==> src/rtl/core/sidta_pkg.sv <==
// Shared types, character codes and the power-of-ten table for the
// signed integer to decimal ASCII converter. No dependencies.
package sidta_pkg;

   localparam int          NUM_PLACES  = 10;
   localparam int          PLACE_W     = 4;
   localparam int          MULT_W      = 34;   // 9 * 10^9 needs 34 bits
   localparam logic [3:0]  TOP_PLACE   = 4'd9;
   localparam logic [3:0]  LAST_PLACE  = 4'd0;
   localparam logic [7:0]  CHAR_ZERO   = 8'h30;
   localparam logic [7:0]  CHAR_MINUS  = 8'h2D;

   typedef struct packed {
      logic        negative;
      logic [31:0] mag;
   } work_item_type;

   typedef struct packed {
      logic          valid;
      work_item_type item;
   } queue_head_type;

   typedef enum logic [1:0] {
      ST_IDLE,
      ST_SIGN,
      ST_DIGIT
   } back_state_type;

   function automatic logic [MULT_W-1:0] pow10(input logic [PLACE_W-1:0] place);
      logic [MULT_W-1:0] p;
      unique case (place)
         4'd0:    p = 34'd1;
         4'd1:    p = 34'd10;
         4'd2:    p = 34'd100;
         4'd3:    p = 34'd1000;
         4'd4:    p = 34'd10000;
         4'd5:    p = 34'd100000;
         4'd6:    p = 34'd1000000;
         4'd7:    p = 34'd10000000;
         4'd8:    p = 34'd100000000;
         4'd9:    p = 34'd1000000000;
         default: p = 34'd0;
      endcase
      return p;
   endfunction

endpackage

==> src/rtl/core/sidta_queue.sv <==
// Short FIFO of classified items between front and back.
// Depends on sidta_pkg.
module sidta_queue
   import sidta_pkg::*;
#(
   parameter int DEPTH = 2
) (
   input  logic          clock,
   input  logic          reset,
   input  logic          push,
   input  work_item_type push_item,
   output logic          full,
   input  logic          pop,
   output queue_head_type head
);

   localparam int PTR_W = (DEPTH > 1) ? $clog2(DEPTH) : 1;
   localparam int CNT_W = $clog2(DEPTH + 1);
   localparam logic [PTR_W-1:0] PTR_LAST = PTR_W'(DEPTH - 1);
   localparam logic [CNT_W-1:0] CNT_FULL = CNT_W'(DEPTH);

   work_item_type    slots_ff [DEPTH];
   logic [PTR_W-1:0] wr_ptr_ff, wr_ptr_in;
   logic [PTR_W-1:0] rd_ptr_ff, rd_ptr_in;
   logic [CNT_W-1:0] count_ff, count_in;
   logic             do_push, do_pop;

   always_comb begin
      full       = (count_ff == CNT_FULL);
      head.valid = (count_ff != '0);
      head.item  = slots_ff[rd_ptr_ff];
      do_push    = push && !full;
      do_pop     = pop && head.valid;
      wr_ptr_in  = wr_ptr_ff;
      rd_ptr_in  = rd_ptr_ff;
      count_in   = count_ff;
      if (do_push) begin
         wr_ptr_in = (wr_ptr_ff == PTR_LAST) ? '0 : wr_ptr_ff + 1'b1;
      end
      if (do_pop) begin
         rd_ptr_in = (rd_ptr_ff == PTR_LAST) ? '0 : rd_ptr_ff + 1'b1;
      end
      if (do_push && !do_pop) begin
         count_in = count_ff + 1'b1;
      end else if (do_pop && !do_push) begin
         count_in = count_ff - 1'b1;
      end
   end

   always_ff @(posedge clock) begin
      if (reset) begin
         wr_ptr_ff <= '0;
         rd_ptr_ff <= '0;
         count_ff  <= '0;
      end else begin
         wr_ptr_ff <= wr_ptr_in;
         rd_ptr_ff <= rd_ptr_in;
         count_ff  <= count_in;
      end
   end

   always_ff @(posedge clock) begin
      if (do_push) begin
         slots_ff[wr_ptr_ff] <= push_item;
      end
   end

endmodule

==> config.mk <==
export PLATFORM = sky130hd
export DESIGN_NAME = sidta_queue
export DESIGN_NICKNAME = d
export VERILOG_FILES = /design/src/rtl/core/sidta_pkg.sv /design/src/rtl/core/sidta_queue.sv
export SDC_FILE = /design/constraint.sdc
export NUM_CORES = 1
export LEC_CHECK = 0
export BUFFER_PORTS_ARGS = -buffer_cell sky130_fd_sc_hd__buf_2
export CAP_MARGIN = 20
export CORE_ASPECT_RATIO = 1.2
export CORE_MARGIN = 2
export CORE_UTILIZATION = 51
export CTS_CLUSTER_DIAMETER = 200
export DETAILED_ROUTE_END_ITERATION = 16
export PLACE_DENSITY = 0.76
export SLEW_MARGIN = 10
export SYNTH_ARGS = -nofsm -noshare
export SYNTH_HDL_FRONTEND = slang
export SYNTH_SLANG_ARGS = --single-unit
export TNS_END_PERCENT = 50
==> constraint.sdc <==
create_clock -name clock -period 2.3 [get_ports clock]
set_input_delay 0 -clock clock [delete_from_list [all_inputs] [get_ports clock]]
set_output_delay 0 -clock clock [all_outputs]
set_load 0.005 [all_outputs]
== Word level (Yosys, flattened, before mapping) ==
Memory sizes are Yosys's and may differ from the RTL's. A register that Yosys moved wholly into a read port is not among the register bits.
Cells that the tools add are included.

* $add $sub $neg: 4
* Equality and inequality tests: 1
* Multiplexer cells: 8
* Reductions and logical operators: 9

{| class="wikitable"
|+ Operators by type and width
! operator !! count
|-
| two-way mux 1 bit || 6
|-
| logical AND 1 bit || 4
|-
| two-way mux 2 bit || 2
|-
| nonzero test 2 bit || 2
|-
| zero test 1 bit || 3
|-
| adder 1 bit (second input constant) || 2
|-
| adder 2 x 1 -> 2 bit (second input constant) || 1
|-
| == test 2 bit (second input constant) || 1
|-
| subtractor 2 x 1 -> 2 bit (second input constant) || 1
|}

* Bits in registers: 4
* Memory bits (writable): 66
* Input port bits: 37
* Output and inout port bits: 35
* Logic and storage cells: 26
* Memories kept: 1

{| class="wikitable"
|+ Memory list
! name !! depth !! bits a word !! read ports !! clocked after memory_dff !! wr ports !! RTL line !! text
|-
| slots_ff || 2 || 33 || 1 || 1 || 1 || sidta_queue.sv:22 || <nowiki>work_item_type slots_ff [DEPTH];</nowiki>
|}

== Depth between registers and ports, before layout ==
* Depth in word-level cells: 7
* Depth in mapped cells: 6
* Mapped depth without buffers: 6

== Least setup slack after synthesis ==
Ideal clock, no wire load.

* Path type: reg-to-reg
* Start point: register count_ff[1]
* End point: memory slots_ff[0][0] (netlist bit) (enable)
* Setup time: 0.388 ns
* Data arrival time: 1.462 ns
* Data required time: 1.912 ns
* Slack: 0.450 ns
* Cell stages (with the launch flop): 4
* Path buffers: 0
* Clock period less this slack: 1.850 ns
* Path through: dfxtp_1 -> nor2b_2 -> or3_1 -> inv_1

* Word-level cells in the longest chain between the ends: 5

{| class="wikitable"
|+ RTL lines
! item !! RTL line !! text
|-
| start: declaration || sidta_queue.sv:25 || <nowiki>logic [CNT_W-1:0] count_ff, count_in;</nowiki>
|-
| start signal: assignment || sidta_queue.sv:58 || <nowiki>count_ff <= count_in;</nowiki>
|-
| == test 2 bit || sidta_queue.sv:29 || <nowiki>full = (count_ff == CNT_FULL);</nowiki>
|-
| named net full || sidta_queue.sv:12 || <nowiki>output logic full,</nowiki>
|-
| zero test 1 bit || sidta_queue.sv:32 || <nowiki>do_push = push && !full;</nowiki>
|-
| logical AND 1 bit || sidta_queue.sv:32 ||
|-
| two-way mux 1 bit || sidta_queue.sv:63 || <nowiki>if (do_push) begin</nowiki>
|-
| two-way mux 1 bit (implied by the code) || sidta_queue.sv:64 || <nowiki>slots_ff[wr_ptr_ff] <= push_item;</nowiki>
|-
| end: declaration || sidta_queue.sv:22 ||
|}

The timed path passes the listed nets, and every way through them passes these cells.

== Final worst setup path ==
* Start point: register count_ff[0]
* End point: register count_ff[1]

* Word-level cells in the longest chain between the ends: 6
* Elaborated cells on any way between the ends: 14
* Those cells by class: 2 x add/sub; 1 x eq/ne; 2 x mux; 9 x reduce/logical

{| class="wikitable"
|+ RTL lines
! item !! RTL line !! text
|-
| == test 2 bit || sidta_queue.sv:29 ||
|-
| zero test 1 bit || sidta_queue.sv:32 ||
|-
| logical AND 1 bit || sidta_queue.sv:32 ||
|-
| zero test 1 bit || sidta_queue.sv:45 || <nowiki>end else if (do_pop && !do_push) begin</nowiki>
|-
| logical AND 1 bit || sidta_queue.sv:45 ||
|-
| nonzero test 2 bit (no source line) || -- ||
|}

Several ways; a longest one is shown, not always the timed one. The select of a mux whose other input is x is not followed.
A chain may end at the register's enable or synchronous reset.

==> results.md <==
* Die W at 69.1 um
* Antenna Cells at 0
* Starting density of the core at 52.9%
* Fill cells at 309
* Post-synth EDFFs at 66
* CP Launch Type: flip-flop
* CTS Buffer Depth at 2
* CTS buffer count at 9
* # DRC at 0
* Post-placement cell area at 3050 um^2
* Top_reg_cell synth: edfxtp_1
* Cell family with most CP delay: compound AO/OA/AOI/OAI gates
* H-Tree Depth at 3
* Post-Syn Nets at 166
* Core area at 4900 um^2
* Via count at 1488
* Pwr/cell area at 999 nW/um^2
* Crit-path cells: o21ai_0 -> ha_1 -> or3_1 -> a21oi_1
* Quantity of I/O buffers inserted on ports at 71
* Resize count post-CTS at 0
* First-pass GRT wire length at 7360 um
* CTS tree: built
* Io pins at 72
* GP Congestion at 0.773
* DIE HEIGHT at 82.1 um
* Share of cells above drive strength 1 at 50.2%
* Setup TNS at 0 ps
* Synth Cell Area at 2590 um^2
* Count leader, synth: edfxtp_1
* Pre-antenna DRT Iters at 4
* Drt first-iter violations at 65
* Hold Fails Final Rpt at 0
* Initial antenna violation count at 0
* Hold crit path type: primary input to flip-flop
* Minimum clock period at 1610 ps
* DR WL/cell at 15.4 um
* Worst hold slack at 58.2 ps
* Reg clk slew, reported paths at 70 ps
* Congestion Overflow GR at 0
* Die area at 5670 um^2
* Hpwl dp at 3090 um
* Postcts setup bufs at 0
* CP arrival at 1870 ps
* Syn avg cell area at 20.3 um^2
* Rel. slew slack at 77.7%
* Yosys warnings at 0
* #FFs+latches synth at 71
* Vias in the first global route at 1554
* Final setup margin at 687 ps
* Critical path class: flip-flop to flip-flop
* Routed Antenna Nets at 0
* Cell taking the most area after synthesis: edfxtp_1
* Critical path endpoint category: flip-flop
* Tcrit/Tclk final at 70.1%
* CP max stage cell: dfxtp_1
* Async SR Flop Fraction at 0%
* Nets@finish at 284
* Share of the synthesized area in the top cell type at 76.4%
* Worst R2R Setup Slack at 690 ps
* CTS Sinks at 71
* Largest net degree at the start of global routing at 18
* Overall Global Routing Usage at 17.6%
* Synth-to-layout area growth at 38.8%
* Max Slew Vio Count at 0
* Finished Cell Area at 3600 um^2
* Status: complete, no violations
* Delay of the slowest critical-path stage at 370 ps
* Ranking of synthesized cells by area: edfxtp_1 (76%), mux2_2 (14%), dfxtp_1 (3.9%)
* Achievable frequency at 620 MHz
* Post-synthesis cell count at 128
* Via-to-Cell Ratio at 4.78
* Max-cap violation count at 0
* RSZ-0062 raised after global routing: false
* Clk_skew at 6.38 ps
* Detailed Route WL at 4800 um
* FP Rows at 28
* Setup Viol. Count Final at 0
* Crit Path Max Fanout at 5
* Worst-Skew Late Latency at 330 ps
* Leakage dissipation at 1.39 nW
* Netlist cell types at 14
* Post-synth top cells: edfxtp_1 (66), mux2_2 (33), dfxtp_1 (5)
* Crit path buf inv count at 0
* Pre-CTS WS at 701 ps
* VDD IR max at 0.000821 V
* Clk root buf: clkbuf_8
* Sequential area share after synthesis at 80.3%
* Worst-margin pin slew at 332 ps
* Required @ worst endpoint at 2560 ps
## final cells by class
type | count | area (um^2) | area share (%)
Sequential cell | 71 | 2080 | 57.8
Timing Repair Buffer | 111 | 741 | 20.6
Multi-Input combinational cell | 51 | 484 | 13.4
Clock buffer | 9 | 124 | 3.44
Clock inverter | 7 | 87.6 | 2.43
Tap cell | 60 | 75.1 | 2.08
Inverter | 2 | 7.51 | 0.208
## per-layer routing
layer / up-vias / share of wire (%) / GRT usage (%)
met5: - / 0 / 0
met4: 0 / 2.4 / 9.02
met3: 12 / 4.1 / 4.73
met2: 40 / 54 / 31.9
met1: 709 / 39 / 19.4
li1: 727 / - / -
## sequential cells by signal (all words and copies together), names as in the netlist, named ones only
register   flops
rd_ptr_ff      1
count_ff       2
slots_ff      66
wr_ptr_ff      1
## final timing paths
path | start | depth (start not counted) | endpoint
setup / recovery | count_ff[0] | 4 | count_ff[1]
hold / removal | push | 4 | wr_ptr_ff
setup reg to reg | count_ff[0] | 4 | count_ff[1]
hold reg to reg | wr_ptr_ff | 2 | wr_ptr_ff
## placed cells by master (no fill, tap or decap), types with 3 or more instances in the layout
master	count
buf_4	6
xor2_1	3
dlygate4sd3_1	34
nor2_1	4
mux2_2	33
dfxtp_1	5
clkbuf_8	9
edfxtp_1	66
buf_2	71
o21ai_0	3
## report_power, final
part / internal [W] / leakage (nW) / switching [W]
clock network: 0.000600 / 0.100 / 0.000419
logic: 0.000476 / 0.637 / 0.000416
registers: 0.00163 / 0.658 / 0.0000605
total: 0.00270 / 1.39 / 0.000896
## cell families (layout without fill, tap and decap cells)
group | Yosys count | count (layout) | synth area share (%)
flops | 71 | 71 | 80.3
mux | 33 | 33 | 14.3
simple gates | 9 | 9 | 1.88
buf+inv | 6 | 129 | 1.06
compound gates | 5 | 5 | 0.965
xor+xnor | 3 | 3 | 1.01
fa+ha+maj | 1 | 1 | 0.482
## tightest hold or removal path: cells and delay by family
family,cells,cell delay (ps)
compound gates,2,220
buf+inv,2,120
## what timing repair did
| action | 4_1_cts | 5_1_grt |
|---|---|---|
| hold buffers | 34 | 0 |
| setup endpoints to repair | 0 | 0 |
| endpoints found under the hold margin | 71 | 0 |
## through the flow
| step | total power (W) | util, % | instances |
|---|---|---|---|
| 3_3_place_gp | 0.00252 | 62.2 | 261 |
| 2_1_floorplan | 0.00220 | - | 128 |
| 4_1_cts | 0.00363 | 73.4 | 311 |
| 6_report | 0.00360 | 73.4 | 311 |
| 5_1_grt | 0.00378 | 73.4 | 311 |
| 3_5_place_dp | 0.00257 | 62.2 | 261 |
(Power assumes the default switching activity.)
