--- src/rtl/core/sidta_pkg.sv ---
// Shared types, character codes and the power-of-ten table for the
// signed integer to decimal ASCII converter. No dependencies.
package sidta_pkg;

   localparam int          NUM_PLACES  = 10;
   localparam int          PLACE_W     = 4;
   localparam int          MULT_W      = 34;   // 9 * 10^9 needs 34 bits
   localparam logic [3:0]  TOP_PLACE   = 4'd9;
   localparam logic [3:0]  LAST_PLACE  = 4'd0;
   localparam logic [7:0]  CHAR_ZERO   = 8'h30;
   localparam logic [7:0]  CHAR_MINUS  = 8'h2D;

   typedef struct packed {
      logic        negative;
      logic [31:0] mag;
   } work_item_type;

   typedef struct packed {
      logic          valid;
      work_item_type item;
   } queue_head_type;

   typedef enum logic [1:0] {
      ST_IDLE,
      ST_SIGN,
      ST_DIGIT
   } back_state_type;

   function automatic logic [MULT_W-1:0] pow10(input logic [PLACE_W-1:0] place);
      logic [MULT_W-1:0] p;
      unique case (place)
         4'd0:    p = 34'd1;
         4'd1:    p = 34'd10;
         4'd2:    p = 34'd100;
         4'd3:    p = 34'd1000;
         4'd4:    p = 34'd10000;
         4'd5:    p = 34'd100000;
         4'd6:    p = 34'd1000000;
         4'd7:    p = 34'd10000000;
         4'd8:    p = 34'd100000000;
         4'd9:    p = 34'd1000000000;
         default: p = 34'd0;
      endcase
      return p;
   endfunction

endpackage

--- src/rtl/core/sidta_front.sv ---
// Front end: takes input beats, splits them into sign and magnitude.
// Depends on sidta_pkg; feeds sidta_queue.
module sidta_front
   import sidta_pkg::*;
(
   input  logic          req_push,
   input  logic [31:0]   req_value,
   output logic          req_full,
   input  logic          q_full,
   output logic          q_push,
   output work_item_type q_item
);

   always_comb begin
      req_full        = q_full;
      q_push          = req_push && !q_full;
      q_item.negative = req_value[31];
      // most negative value wraps to 2^31, which fits the unsigned magnitude
      q_item.mag      = req_value[31] ? (32'd0 - req_value) : req_value;
   end

endmodule

--- config.mk ---
export PLATFORM = sky130hd
export DESIGN_NAME = sidta_front
export DESIGN_NICKNAME = d
export VERILOG_FILES = /design/src/rtl/core/sidta_pkg.sv /design/src/rtl/core/sidta_front.sv
export SDC_FILE = /design/constraint.sdc
export NUM_CORES = 1
export LEC_CHECK = 0
export ABC_AREA = 1
export BUFFER_PORTS_ARGS = -buffer_cell sky130_fd_sc_hd__buf_2
export CAP_MARGIN = 20
export CORE_MARGIN = 2
export CORE_UTILIZATION = 44
export DETAILED_ROUTE_END_ITERATION = 7
export PLACE_DENSITY = 0.84
export SYNTH_ARGS = -nofsm -noshare
export SYNTH_HDL_FRONTEND = slang
export SYNTH_SLANG_ARGS = --single-unit
--- constraint.sdc ---
create_clock -name vclk -period 1.69
set_clock_uncertainty 0.15 [all_clocks]
set_input_delay 0.338 -clock vclk [all_inputs]
set_output_delay 0.338 -clock vclk [all_outputs]
set_load 0.03 [all_outputs]
==> parameters.txt, run 1 <==
Parameter                              Value

Yosys
  Warning count from the yosys run    0
  Portion of synthesized cell area occupied by the leading cell type    0.337
  Number of instances in the synthesized netlist    220
  Post-Synthesis Net Count    255
  Synth area leader    nand2_1
  Top cells by area in the synthesized netlist    nand2_1, nor2_1, xnor2_1
  Mean area per synthesized cell    4.61 sq um
  Number of distinct standard cells referenced by the synthesized netlist    19
  Portion of the post-synthesis area used by sequential elements    0
  Netlist area before placement    1010 sq um

Floorplanning
  Initial core utilization    0.463
  Num rows    17
  Die Y-Extent    52.0 um
  Die boundary width    52.0 um
  Number of I/O pins    69

Run status
  Result of the run    stopped before the end
  Fail Step    clock tree synthesis (4_1_cts)
  First error message    [ERROR DPL-0038] Utilization greater than 100%, impossible to legalize

Placement
  Port Buffers    69
  Weighted congestion reported at the end of routability-driven placement    0.885
  DP HPWL    3.15 mm

Clocking
  Total of cells resized after clock tree synthesis    146
  Postcts setup bufs    6
  Hold buffers post-CTS    0
==> synth_stat cells (2+ instances only) <==
library cell	n
nand2_1	91
nor2_1	47
inv_1	21
nand3_1	15
xnor2_1	10
nand2_2	5
o21ai_0	5
xor2_1	5
buf_4	4
nor2_2	4
nor2_4	3
buf_2	2
nand3b_1	2
==> stage by stage <==
stage / worst slack (ns) / setup TNS (ns) / std cells / instance area [sq um] / hold WS (ns)
2_1_floorplan: -0.0510 / -0.0546 / 220 / 1180 / 0.623
3_3_place_gp: -0.265 / -5.41 / 346 / 1790 / 0.793
3_5_place_dp: -0.319 / -6.10 / 346 / 1790 / 0.793
==> logic make-up after synthesis <==
group / synth area share
and+or+nand+nor: 0.700
buffers and inverters: 0.121
xor gates and xnor gates: 0.130
adders and majority gates: 0.0123
AOI/OAI and AO/OA: 0.0370
==> run 2: changes to the inputs <==
--- a/config.mk
+++ b/config.mk
@@ -8,10 +8,10 @@
 export ABC_AREA = 1
 export BUFFER_PORTS_ARGS = -buffer_cell sky130_fd_sc_hd__buf_2
 export CAP_MARGIN = 20
-export CORE_MARGIN = 2
-export CORE_UTILIZATION = 44
+export CORE_AREA = 2 2 63 65
 export DETAILED_ROUTE_END_ITERATION = 7
-export PLACE_DENSITY = 0.84
+export DIE_AREA = 0 0 65 67
+export PLACE_DENSITY_LB_ADDON = 0.15
 export SYNTH_ARGS = -nofsm -noshare
 export SYNTH_HDL_FRONTEND = slang
 export SYNTH_SLANG_ARGS = --single-unit
==> run 2 against run 1 <==
Effect of this change:
- the flow now finishes, with violations (setup timing)
- synthesized cell count stayed put
- synthesized area stayed put
==> parameters.txt, run 2 <==
Parameter                              Value

Yosys
  Portion of the post-synthesis area used by sequential elements    0
  Synthesized-area fraction occupied by adder cells    0.0123
  Most repeated cell in the gate-level netlist after synthesis    nand2_1
  Number of instances in the synthesized netlist    220
  Top cells by area in the synthesized netlist    nand2_1, nor2_1, xnor2_1
  Synth area leader    nand2_1
  Synth cell count leaders    nand2_1, nor2_1, inv_1
  Number of distinct standard cells referenced by the synthesized netlist    19
  Post-Synthesis Net Count    255
  Synth Area in Compound Gates    0.0370
  Proportion of synthesized area in mux cells    0
  Mean area per synthesized cell    4.61 sq um
  Xor and xnor area share after synthesis    0.130
  Main combinational cell family by area after synthesis    simple AND/OR/NAND/NOR gates
  Synth Area in Simple Gates    0.700
  Netlist area before placement    1010 sq um
  Portion of synthesized cell area occupied by the leading cell type    0.337
  Warning count from the yosys run    0

Setup path
  Path type of the worst setup path    input port to output pin
  Maximum fanout along the worst path    4
  Launch point of the worst path    req_value[1]
  Data arrival, critical path    1.37 ns
  Cells traversed along the worst timing path    buf_8, inv_6, ha_4, nand2_4, nor2_4, buf_4, buf_6, nor2_4, xor2_2, buf_6
  Cell with the largest stage delay on the worst path    ha_4
  Required @ worst endpoint    1.20 ns
  Critical Path Sink Type    output pin
  Critical path startpoint category    input port
  Peak per-stage delay on the critical path    0.15 ns

GRT
  First-pass GRT wire length    6.17 mm
  Pin count of the biggest net entering global routing    27
  GR Util All Layers    0.177
  Antenna violations before repair    0
  Total gr overflow    0
  Vias in the first global route    1415

Timing
  Final cycle utilization of the critical path    1.10
  Maximum achievable frequency    0.539 GHz
  Least-Margin Pin Slew    0.219 ns
  Slew Limit Fails    0
  Tightest hold margin    0.790 ns
  Clock period minus worst slack    1.85 ns
  Final hold viol count    0
  Setup repair after global routing missed its margin    true
  Number of setup violations in the final report    26
  Relative slew slack    0.853
  Final worst-path setup slack    -0.165 ns

Floorplanning
  Die boundary width    65 um
  Placeable core region    3610 sq um
  Num rows    22
  Number of I/O pins    69
  Die Y-Extent    67 um
  Initial core utilization    0.281
  Die Area    4360 sq um

Layout
  Layout overhead on the synthesized area    143%
  Multi-input logic area    1390 sq um
  Share of final-layout standard cells stronger than drive strength 1    0.663
  Most used cells in the layout excluding fill and tap cells    nand2_1, buf_6, buf_4
  Net count reported at finish    357
  Final sequential cell count    0
  Count of antenna diodes in the layout    0
  # clk buffers    0
  Fill cell instance count of the final layout    311
  Most common library cell in the layout ignoring fill and taps    nand2_1
  Area occupied by registers    0 sq um

Pwr
  Power per Cell Area    311 nW/um^2
  NetSw    0.423 mW
  Internal portion of total power    0.344 mW
  Part of the total power dissipated in sequential elements    0
  Worst IR Drop VDD    224 uV
  Overall power of the completed layout    0.767 mW
  Power share of the combinational group    1.000
  Leak Pwr    1.18 nW
  Switching power as a share of total power    0.551
  Clock power frac    0

Drt
  DRT antenna net count    0
  Per-cell via count in the routed design    4.46
  Post-route DRC violation count    0
  Detailed-routing iteration count for the pre-antenna-repair pass    4
  Mean routed wirelength per cell    11.1 um
  Starting DRC count in detailed routing    76
  Routed Wire Length    4.10 mm
  Via count of the routed design    1641

Min path
  Sink of the worst hold path    req_full
  Critical hold path startpoint    q_full
  Kind of path behind the tightest hold check    input port to output pin
  WHS Path Cells    2

Job
  Max-capacitance violation count    0

Placement
  Weighted congestion reported at the end of routability-driven placement    0.838
  DP HPWL    3.07 mm
  Port Buffers    69

Run status
  Result of the run    complete, but fails checks
  Failing checks    setup timing
==> run 2: worst max path at each step <==
stage,cells past startpoint,endpoint
after floorplan,4,q_item[31]
after global placement,10,q_item[18]
after detailed placement,10,q_item[18]
after CTS,11,q_item[18]
after global routing,11,q_item[18]
final,10,q_item[8]
==> run 2: worst max-delay path: cells and delay by family <==
family | cells | cell delay [ns]
buf+inv | 5 | 0.53
simple gates | 3 | 0.22
fa+ha+maj | 1 | 0.15
xor+xnor | 1 | 0.13
==> run 2: cell type report <==
cell class	instances	area share
Multi-Input combinational cell	192	0.565
Timing Repair Buffer	106	0.372
Inverter	22	0.0386
Tap cell	48	0.0244
==> run 2: power by group through the flow <==
stage                     Clock, mW  Combinational [mW]  Sequential [mW]
after floorplan                   0               0.358                0
after global placement            0               0.567                0
after detailed placement          0               0.570                0
after CTS                         0               0.720                0
after global routing              0               0.813                0
final                             0               0.767                0
==> run 2: kinds of logic after synthesis <==
| logic type | count (synthesis) |
|---|---|
| simple gates | 169 |
| xor+xnor | 15 |
| fa+ha+maj | 1 |
| compound gates | 7 |
| buf+inv | 28 |
==> run 2: routing by layer <==
layer  GRT usage  up-vias  wire, um
li1            -      873         -
met1       0.229      720      1720
met2       0.336       46      2160
met3     0.00676        2       189
met4      0.0133        0        27
met5           0        -         0
==> run 2: metrics by stage <==
stage	cells	util	instance area (sq um)	worst slack, ns	TNS, ns
2_1_floorplan	220	-	1180	-0.0510	-0.0546
3_3_place_gp	362	0.496	1790	-0.325	-6.43
3_5_place_dp	362	0.496	1790	-0.332	-6.50
4_1_cts	365	0.627	2260	-0.207	-3.34
5_1_grt	368	0.684	2470	-0.252	-4.69
6_report	368	0.684	2470	-0.165	-2.86
==> run 2: timing repair <==
action	in CTS	in global routing
resized for setup	135	61
endpoints found under the setup margin	27	28
pin swaps	39	40
buffers inserted	3	3
hold buffers	0	0
Power figures use the tool's default switching activity.
==> run 3: changes to the inputs <==
--- a/config.mk
+++ b/config.mk
@@ -11,6 +11,7 @@
 export CORE_AREA = 2 2 63 65
 export DETAILED_ROUTE_END_ITERATION = 7
 export DIE_AREA = 0 0 65 67
+export MAX_ROUTING_LAYER = met4
 export PLACE_DENSITY_LB_ADDON = 0.15
 export SYNTH_ARGS = -nofsm -noshare
 export SYNTH_HDL_FRONTEND = slang
==> run 3 against run 2 <==
Effect of this change:
- the flow still finishes with violations (setup timing)
- power hardly changed
- maximum frequency hardly changed
- first-iteration DRC count is 7.9% lower
- die area stayed put
- cell count stayed put
- worst setup slack hardly changed
- combinational power hardly changed
- highest routed layer unchanged
- count of clock-buffer cells in the layout stayed put
- largest cell class unchanged
- routed wire length is 0.29% lower
- sequential share of layout area stayed put
==> parameters.txt, run 3 (synthesized netlist as in run 2, its figures left out) <==
Parameter                              Value

Setup path
  Peak per-stage delay on the critical path    0.15 ns
  Critical Path Sink Type    output pin
  Cells traversed along the worst timing path    buf_8, inv_6, ha_4, nand2_4, nor2_4, nand2_2, nand2_4, o21ai_2, nand2_1, nand2_2, buf_6
  Path type of the worst setup path    input port to output pin
  Cell with the largest stage delay on the worst path    ha_4
  Required @ worst endpoint    1.20 ns
  Critical path startpoint category    input port
  Maximum fanout along the worst path    5
  Buffers and inverters on the worst path    3
  Top cell family by delay on the critical path    simple AND/OR/NAND/NOR gates
  Data arrival, critical path    1.37 ns

Placement
  DP HPWL    3.07 mm
  Weighted congestion reported at the end of routability-driven placement    0.851
  Dpl cells    362
  Area post-placement    1790 sq um
  Dpl ws    -0.332 ns
  Port Buffers    69

GRT
  Pin count of the biggest net entering global routing    27
  Antenna violations before repair    0
  Vias in the first global route    1415
  First-pass GRT wire length    6.17 mm
  Total gr overflow    0
  GR Util All Layers    0.181

Layout
  Share of final-layout standard cells stronger than drive strength 1    0.663
  Most used cells in the layout excluding fill and tap cells    nand2_1, buf_6, buf_4
  Fill cell instance count of the final layout    311
  Net count reported at finish    357
  Finished Cell Area    2470 sq um
  Final sequential cell count    0
  Most common library cell in the layout ignoring fill and taps    nand2_1
  Count of antenna diodes in the layout    0
  # clk buffers    0
  Layout overhead on the synthesized area    143%
  Multi-input logic area    1390 sq um
  Area occupied by registers    0 sq um
  Number of cells in the finished layout apart from fillers    368

Timing
  Setup total negative slack    -2.86 ns
  Least-Margin Pin Slew    0.219 ns
  Number of setup violations in the final report    26
  Final cycle utilization of the critical path    1.10
  Slew Limit Fails    0
  Setup repair after global routing missed its margin    true
  Maximum achievable frequency    0.539 GHz
  Relative slew slack    0.853
  Final worst-path setup slack    -0.165 ns
  Final hold viol count    0
  Clock period minus worst slack    1.86 ns

Floorplanning
  Number of I/O pins    69
  Die Y-Extent    67 um
  Die boundary width    65 um
  Num rows    22
  Die Area    4360 sq um
  Placeable core region    3610 sq um
  Initial core utilization    0.281

Pwr
  Leak Pwr    1.18 nW
  NetSw    0.422 mW
  Power per Cell Area    311 nW/um^2
  Switching power as a share of total power    0.551
  Internal portion of total power    0.344 mW
  Part of the total power dissipated in sequential elements    0
  Clock power frac    0
  Worst IR Drop VDD    224 uV
  Power share of the combinational group    1.000
  Overall power of the completed layout    0.767 mW

Job
  Max-capacitance violation count    0

Drt
  Detailed-routing iteration count for the pre-antenna-repair pass    4
  Starting DRC count in detailed routing    70
  Mean routed wirelength per cell    11.1 um
  Via count of the routed design    1640
  Post-route DRC violation count    0
  DRT antenna net count    0
  Per-cell via count in the routed design    4.46
  Routed Wire Length    4.08 mm

Clocking
  Hold buffers post-CTS    0

Run status
  Failing checks    setup timing
  Result of the run    complete, but fails checks

Min path
  Kind of path behind the tightest hold check    input port to output pin
run 3: power by group through the flow:
| stage | Clock, mW | Sequential (mW) | Combinational (mW) |
|---|---|---|---|
| final | 0 | 0 | 0.767 |
| after CTS | 0 | 0 | 0.720 |
| after floorplan | 0 | 0 | 0.358 |
| after global placement | 0 | 0 | 0.567 |
| after detailed placement | 0 | 0 | 0.570 |
| after global routing | 0 | 0 | 0.813 |
run 3: cell type report:
type | instances | share of cell area
multi-input cells | 192 | 0.565
repair buffers | 106 | 0.372
inverters | 22 | 0.0386
well taps | 48 | 0.0244
run 3: repair_timing:
| action | 4_1_cts | 5_1_grt |
|---|---|---|
| pin swaps | 39 | 40 |
| setup endpoints to repair | 27 | 28 |
| setup buffers | 3 | 3 |
| gates resized for setup | 135 | 61 |
run 3: path summary, 6_finish.rpt:
check    startpoint          to  cells past startpoint
max    req_value[1]  q_item[18]                     11
min          q_full    req_full                      2
run 3: routing by layer:
metal  up-vias  wire [um]  track usage
met5         -          0            -
met4         0         27       0.0133
met3         2        179      0.00338
met2        46       2160        0.336
met1       718       1720        0.231
li1        874          -            -
run 3: per-stage QoR:
step | hold slack [ns] | util
floorplan | 0.623 | -
CTS | 0.791 | 0.627
global route | 0.796 | 0.684
detailed placement | 0.791 | 0.496
finish | 0.790 | 0.684
global placement | 0.791 | 0.496
